$ cat src/hw/rtl/hsl_pkg.sv
`default_nettype none

package hsl_pkg;

   localparam int HUE_W    = 13;
   localparam int FRAC_W   = 13;
   localparam int BYTE_W   = 8;
   localparam int WGT_W    = 11;
   localparam int LS_W     = 2 * FRAC_W;
   localparam int BASE_W   = 27;
   localparam int Q_W      = 25;
   localparam int P_W      = 27;
   localparam int D_W      = 28;
   localparam int V_W      = D_W + WGT_W + 1;
   localparam int M_W      = V_W - 1 + BYTE_W;
   localparam int PIPE_LAT = 6;

   localparam logic [HUE_W-1:0]  HUE_SIXTH      = 13'd1024;
   localparam logic [HUE_W-1:0]  HUE_HALF       = 13'd3072;
   localparam logic [HUE_W-1:0]  HUE_TWO_THIRDS = 13'd4096;
   localparam logic [FRAC_W-1:0] FRAC_HALF      = 13'd2048;
   localparam logic [WGT_W-1:0]  WGT_FULL       = 11'd1024;

   localparam logic signed [HUE_W+1:0] HUE_THIRD_S = 15'sd2048;
   localparam logic signed [HUE_W+1:0] HUE_TURN_S  = 15'sd6144;

   typedef enum logic [1:0] {
      CHAN_RED,
      CHAN_GREEN,
      CHAN_BLUE
   } chan_type;

   typedef struct packed {
      logic [HUE_W-1:0]  hue;
      logic [FRAC_W-1:0] saturation;
      logic [FRAC_W-1:0] lightness;
   } req_word_type;

   typedef struct packed {
      logic [BYTE_W-1:0] red;
      logic [BYTE_W-1:0] green;
      logic [BYTE_W-1:0] blue;
   } rsp_word_type;

   typedef struct packed {
      logic                        valid;
      logic signed [P_W-1:0]       p;
      logic signed [D_W-1:0]       d;
      logic [2:0][WGT_W-1:0]       wgt;
   } front_type;

   // slope weight of one channel: 0..1024, where 1024 selects q
   function automatic logic [WGT_W-1:0] hue_weight(input logic [HUE_W-1:0] hue,
                                                   input chan_type chan);
      logic signed [HUE_W+1:0] t_raw;
      logic signed [HUE_W+1:0] t_wrap;
      logic [HUE_W-1:0]        t;
      logic [HUE_W-1:0]        t_down;
      logic [WGT_W-1:0]        w;
      t_raw = $signed({2'b00, hue});
      case (chan)
         CHAN_RED:  t_raw = t_raw + HUE_THIRD_S;
         CHAN_BLUE: t_raw = t_raw - HUE_THIRD_S;
         default:   t_raw = t_raw;
      endcase
      if (t_raw < 0) begin
         t_wrap = t_raw + HUE_TURN_S;
      end else if (t_raw > HUE_TURN_S) begin
         t_wrap = t_raw - HUE_TURN_S;
      end else begin
         t_wrap = t_raw;
      end
      t      = t_wrap[HUE_W-1:0];
      t_down = HUE_TWO_THIRDS - t;
      if (t < HUE_SIXTH) begin
         w = t[WGT_W-1:0];
      end else if (t < HUE_HALF) begin
         w = WGT_FULL;
      end else if (t < HUE_TWO_THIRDS) begin
         w = t_down[WGT_W-1:0];
      end else begin
         w = '0;
      end
      return w;
   endfunction

endpackage

`default_nettype wire

$ cat src/hw/rtl/hsl_to_rgb_converter.sv
`default_nettype none

// a word taken at one edge passes the hsl_front and hsl_chan registers, then shows on rsp_word with rsp_strobe
// throughput: one word per clock cycle, fixed by the six-stage multiply pipeline
// busy is high only while reset is asserted, the receiver cannot stall
// reset clears the pipeline valid bits, words in flight are dropped

module hsl_to_rgb_converter
   import hsl_pkg::*;
(
   input  wire logic         clock,
   input  wire logic         reset,
   input  wire logic         start,
   input  wire req_word_type req_word,
   output logic              busy,
   output logic              rsp_strobe,
   output rsp_word_type      rsp_word
);

   front_type         front;
   logic [2:0]        vld_ff, vld_in;
   logic [BYTE_W-1:0] level [3];
   logic              accept;

   assign busy   = reset;
   assign accept = start & ~busy;

   hsl_front u_front (
      .clock    (clock),
      .reset    (reset),
      .in_valid (accept),
      .in_word  (req_word),
      .front    (front)
   );

   for (genvar i = 0; i < 3; i++) begin : g_chan
      hsl_chan u_chan (
         .clock (clock),
         .p     (front.p),
         .d     (front.d),
         .wgt   (front.wgt[i]),
         .level (level[i])
      );
   end

   assign vld_in = {vld_ff[1:0], front.valid};

   always_ff @(posedge clock) begin
      if (reset) begin
         vld_ff <= '0;
      end else begin
         vld_ff <= vld_in;
      end
   end

   always_comb begin
      rsp_strobe     = vld_ff[2];
      rsp_word.red   = level[CHAN_RED];
      rsp_word.green = level[CHAN_GREEN];
      rsp_word.blue  = level[CHAN_BLUE];
   end

endmodule

`default_nettype wire

$ cat src/hw/rtl/hsl_front.sv
`default_nettype none

module hsl_front
   import hsl_pkg::*;
(
   input  wire logic         clock,
   input  wire logic         reset,
   input  wire logic         in_valid,
   input  wire req_word_type in_word,
   output front_type         front
);

   logic                  vld1_ff, vld1_in;
   logic                  low1_ff, low1_in;
   logic [LS_W-1:0]       ls1_ff, ls1_in;
   logic [BASE_W-1:0]     base1_ff, base1_in;
   logic [FRAC_W-1:0]     l1_ff;
   logic [2:0][WGT_W-1:0] wgt1_ff, wgt1_in;

   logic                  vld2_ff;
   logic [Q_W-1:0]        q2_ff, q2_in;
   logic [FRAC_W-1:0]     l2_ff;
   logic [2:0][WGT_W-1:0] wgt2_ff;

   logic [BASE_W-1:0]     q_sum;
   front_type             front_ff, front_in;

   // stage 1: l*s product, base term, channel weights
   always_comb begin
      vld1_in = in_valid;
      low1_in = (in_word.lightness < FRAC_HALF);
      ls1_in  = {{FRAC_W{1'b0}}, in_word.lightness} * {{FRAC_W{1'b0}}, in_word.saturation};
      if (low1_in) begin
         base1_in = {2'b00, in_word.lightness, 12'b0};
      end else begin
         base1_in = {1'b0, {1'b0, in_word.lightness} + {1'b0, in_word.saturation}, 12'b0};
      end
      for (int i = 0; i < 3; i++) begin
         wgt1_in[i] = hue_weight(in_word.hue, chan_type'(2'(i)));
      end
   end

   // stage 2: q
   always_comb begin
      if (low1_ff) begin
         q_sum = base1_ff + {1'b0, ls1_ff};
      end else begin
         q_sum = base1_ff - {1'b0, ls1_ff};
      end
      q2_in = q_sum[Q_W-1:0];
   end

   // stage 3: p and q - p
   always_comb begin
      front_in.valid = vld2_ff;
      front_in.p     = $signed({1'b0, l2_ff, 13'b0}) - $signed({2'b00, q2_ff});
      front_in.d     = $signed({2'b00, q2_ff, 1'b0}) - $signed({2'b00, l2_ff, 13'b0});
      front_in.wgt   = wgt2_ff;
   end

   always_ff @(posedge clock) begin
      if (reset) begin
         vld1_ff  <= 1'b0;
         vld2_ff  <= 1'b0;
         front_ff <= '0;
      end else begin
         vld1_ff  <= vld1_in;
         vld2_ff  <= vld1_ff;
         front_ff <= front_in;
      end
   end

   always_ff @(posedge clock) begin
      low1_ff      <= low1_in;
      ls1_ff       <= ls1_in;
      base1_ff     <= base1_in;
      l1_ff        <= in_word.lightness;
      wgt1_ff      <= wgt1_in;
      q2_ff        <= q2_in;
      l2_ff        <= l1_ff;
      wgt2_ff      <= wgt1_ff;
   end

   assign front = front_ff;

endmodule

`default_nettype wire

$ cat src/hw/rtl/hsl_chan.sv
`default_nettype none

module hsl_chan
   import hsl_pkg::*;
(
   input  wire logic                  clock,
   input  wire logic signed [P_W-1:0] p,
   input  wire logic signed [D_W-1:0] d,
   input  wire logic [WGT_W-1:0]      wgt,
   output logic [BYTE_W-1:0]          level
);

   logic signed [V_W-1:0] prod_ff, prod_in;
   logic signed [P_W-1:0] p_ff;
   logic signed [V_W-1:0] v_ff, v_in;
   logic [BYTE_W-1:0]     level_ff, level_in;
   logic [M_W-1:0]        scaled;
   logic [M_W-35:0]       top_bits;

   // value scaled by 2^34 is p*1024 + (q-p)*weight
   assign prod_in = d * $signed({1'b0, wgt});
   assign v_in    = prod_ff + $signed({{(V_W-P_W-10){p_ff[P_W-1]}}, p_ff, 10'b0});

   // times 255, drop 34 fraction bits, clamp
   always_comb begin
      scaled   = {v_ff[V_W-2:0], {BYTE_W{1'b0}}} - {{BYTE_W{1'b0}}, v_ff[V_W-2:0]};
      top_bits = scaled[M_W-1:34];
      if (v_ff <= 0) begin
         level_in = '0;
      end else if (top_bits > (M_W-34)'(255)) begin
         level_in = '1;
      end else begin
         level_in = top_bits[BYTE_W-1:0];
      end
   end

   always_ff @(posedge clock) begin
      prod_ff  <= prod_in;
      p_ff     <= p;
      v_ff     <= v_in;
      level_ff <= level_in;
   end

   assign level = level_ff;

endmodule

`default_nettype wire

$ cat config.mk
export PLATFORM = sky130hd
export DESIGN_NAME = hsl_to_rgb_converter
export DESIGN_NICKNAME = d
export VERILOG_FILES = /design/src/hw/rtl/hsl_pkg.sv /design/src/hw/rtl/hsl_to_rgb_converter.sv /design/src/hw/rtl/hsl_front.sv /design/src/hw/rtl/hsl_chan.sv
export SDC_FILE = /design/constraint.sdc
export NUM_CORES = 2
export LEC_CHECK = 0
export BUFFER_PORTS_ARGS = -buffer_cell sky130_fd_sc_hd__clkbuf_2
export CAP_MARGIN = 20
export CORE_UTILIZATION = 30
export CTS_CLUSTER_SIZE = 20
export DETAILED_ROUTE_END_ITERATION = 7
export PLACE_DENSITY = 0.53
export RECOVER_POWER = 25
export SLEW_MARGIN = 20
export SYNTH_ARGS = -nofsm -noshare
export SYNTH_HDL_FRONTEND = slang
export SYNTH_HIERARCHICAL = 1
export SYNTH_SLANG_ARGS = --single-unit
$ cat constraint.sdc
create_clock -name clock -period 13.69 [get_ports clock]
set_clock_uncertainty 0.1 [all_clocks]
set_input_delay 0.6845 -clock clock [delete_from_list [all_inputs] [get_ports clock]]
set_output_delay 0.6845 -clock clock [all_outputs]
set_load 0.02 [all_outputs]
==> qor.yml <==
yosys-top-cells-count: "1,460 x inv_1, 933 x fa_1, 908 x nand2_1"
synthToLayoutAreaGrowth_pct: 9.14
detail_route.vias_per_cell: 4.68
finalNetCount: 8626
cts_buffer_depth: 3
r2r_slack_ps: 6840
place_congestion: 0.860
finalHoldViolCount: 0
layout_setup_ws_ps: 6840
chipWidth_um: 462
dpl_cell_area_sq_mm: 0.0665
p_clk_frac: 0.191
multi_input_comb_area_sq_mm: 0.0450
cp_common_cell: "fa_1"
synthDistinctLibCells: 105
ioPinCount: 68
rows: 168
grt_max_degree: 76
worst-setup-path-type: "reg2reg"
port_buffers: 67
ys_async_sr_fraction: 0
cpPeakStageDelay_ps: 1050
rsz0062_at_grt: "false"
drv_slew: 0
post_cts_buffers: 0
dp_slack_ps: 6810
finalCriticalPeriod_ps: 6850
dp_hpwl_mm: 131
crit_fanout: 28
clock_tree.root_cell: "clkbuf_16"
clk_pin_slew_ps: 60
htreeDepth: 3
slowest_stage: "dfxtp_1"
start_util: 0.302
yosysSeqAreaShare: 0.187
vias: 46600
cts_buffers: 74
antenna_found_initial: 23
switching_share: 0.457
tightest_slew_ps: 1120
syn_avg_cell_area_sq_um: 8.85
max_freq_ghz: 0.146
fillers: 21900
use_met1: 0.208
grt_pass1_wl_mm: 267
die_y_um: 462
synth_fp_nets: 8694
arrival_ps: 7310
timing.rr.end: "g_chan[0].u_chan/prod_ff[39]"
critPathLaunch: "u_front/front[8]"
finalPower_mw: 10.9
maxCapViolCount: 0
pwr-share-comb: 0.543
synth_top_area_frac: 0.295
power.internal_mw: 5.92
first_pass_iters: 8
ff_latch_area_sq_mm: 0.0119
globalRouteTotalUtil: 0.158
seq_power_share: 0.266
overflow: 0
layout-drive-gt1-share: 0.0439
peakVddDrop_mv: 0.0890
drcViolationCount: 0
rr_startpoint: "u_front/front[8]"
yosysMostFrequentCell: "inv_1"
finalSetupViolCount: 0
antenna_left: 0
relSlewSlack: 0.251
period_share: 0.501
clock_latency_ps: 680
top_usage_layer: "met2"
drt_iter0_drc: 2456
synth_ff_type: "dfxtp_1"
crit_chain: "nand2_1 > fa_1 > inv_1 > fa_1 > fa_1 > fa_1 > inv_1 > fa_1 > inv_1 > ha_1 > a21o_1 > a221oi_1 > nor2_1 > nor2_1 > o22a_1 > a31oi_1 > o41ai_1 > mux2i_1 > nand4_1"
whs_ps: 190
cts_tree: "done"
postCtsHoldBufs: 0
drt-total-wl_mm: 166
p_sw_mw: 4.99
synth.area.top_cells: "fa_1 29%, dfxtp_1 19%, ha_1 11%"
setup_tns_ps: 0
syn-cell-area_sq_mm: 0.0633
fin_util: 0.330
synth_edf_count: 0
synth_seq_cells: 592
power_per_cell_area_mw_per_mm2: 158
status: "finished clean"
synthCells: 7155
leakage_nw: 34.2
crit_required_ps: 14140
use_met3: 0.0253
crit_path_end_kind: "flop"
endpoint: "g_chan[0].u_chan/prod_ff[39]"
placedCellCount: 9816
grt_pass1_vias: 49400
use_met2: 0.264
cts_resized: 0
postLayoutCellArea_sq_mm: 0.0691
core_sq_mm: 0.210
rr_worst_depth: 19
hold_class: "in2reg"
critPathLaunchType: "flop"
cts_sinks: 592
post-synth-top-area-cell: "fa_1"
layout.cells.non_filler: 9958
dieArea_sq_mm: 0.213
wire_per_inst_um: 16.7
yosys_warnings: 6
-- cell families (layout without fill, tap and decap cells) --
| family | count (synthesis) | after routing | synth area share |
|---|---|---|---|
| XOR/XNOR | 288 | 288 | 0.0398 |
| AO/OA/AOI/OAI | 994 | 994 | 0.105 |
| adder cells (fa/ha/maj) | 1497 | 1497 | 0.406 |
| multiplexers | 9 | 9 | 0.00150 |
| AND/OR/NAND/NOR | 2057 | 2057 | 0.158 |
| flip-flops | 592 | 592 | 0.187 |
| buffers and inverters | 1717 | 1710 | 0.103 |
| other | 1 | 6 | 0.0000592 |
-- power by group through the flow --
stage	registers [mW]	clock network, mW	logic (mW)
2_1_floorplan	2.60	0	4.55
3_5_place_dp	2.94	0	5.90
4_1_cts	2.91	2.16	5.94
5_1_grt	2.95	2.23	6.70
3_3_place_gp	2.94	0	5.84
6_report	2.90	2.09	5.92
-- cell usage in the layout, fill, tap and decap left out, types with 14 or more instances in the layout --
cell       count
fa_1         933
buf_4         45
nor4_1        37
xor2_1        95
clkbuf_2      53
o21ai_0      147
clkbuf_16     76
o31ai_1       41
a21oi_1      298
and3_1        36
a31oi_1       37
nand3_1       72
nand2b_1      40
nand2_1      908
nor3_1        88
a21o_1       147
o21a_1        44
o21ai_1       15
nor2_1       256
o21bai_1      34
a211o_1       14
and2_1       380
ha_1         564
clkbuf_1      21
nor2b_1       91
inv_1       1460
dfxtp_1      582
xnor2_1      193
nand4_1       42
a211oi_1      33
o211ai_1      27
or3_1         29
-- flip-flops by register name, summed over array words and instances, names as in the netlist, 3 cells and up --
name                   flops
g_chan.u_chan/p_ff        81
u_front/wgt1_ff           33
u_front/l2_ff             13
u_front/front_in          33
g_chan.u_chan/v_ff       120
g_chan.u_chan/prod_ff    120
u_front/base1_ff          13
u_front/front             86
g_chan.u_chan/level       24
vld_ff                     3
u_front/q2_ff             25
u_front/l1_ff             13
u_front/ls1_ff            25
-- final cells by class --
type,instances,area share
sequential,592,0.172
multi-input combinational,4846,0.651
clock inverter,44,0.00814
antenna,5,0.000181
timing repair buffer,113,0.00954
inverter,1460,0.0793
tap,2805,0.0508
clock buffer,93,0.0299
-- worst max-delay path, delay by kind of cell, from the launching register on --
family | cells | cell delay [ps]
AOI/OAI and AO/OA | 5 | 1480
and+or+nand+nor | 4 | 630
adders and majority gates | 6 | 3040
buffers and inverters | 3 | 150
muxes | 1 | 260
DFF | 1 | 1050
-- layer usage --
layer | up-vias | part of all wire
met5 | - | 0.00063
met4 | 18 | 0.027
met3 | 258 | 0.053
met2 | 1056 | 0.47
met1 | 23000 | 0.45
li1 | 22300 | -
-- worst min-delay path by stage --
stage	from	to	slack [ps]	depth (start not counted)
after floorplan	g_chan[0].u_chan/prod_ff[0]	g_chan[0].u_chan/v_ff[0]	210	0
after global placement	g_chan[2].u_chan/prod_ff[8]	g_chan[2].u_chan/v_ff[8]	210	0
after detailed placement	g_chan[1].u_chan/prod_ff[6]	g_chan[1].u_chan/v_ff[6]	210	0
after CTS	req_word[26]	u_front/wgt1_ff[11]	150	2
after global routing	req_word[26]	u_front/wgt1_ff[11]	200	2
final	req_word[26]	u_front/wgt1_ff[11]	190	2
No activity file was read; power rests on OpenSTA's default activity.
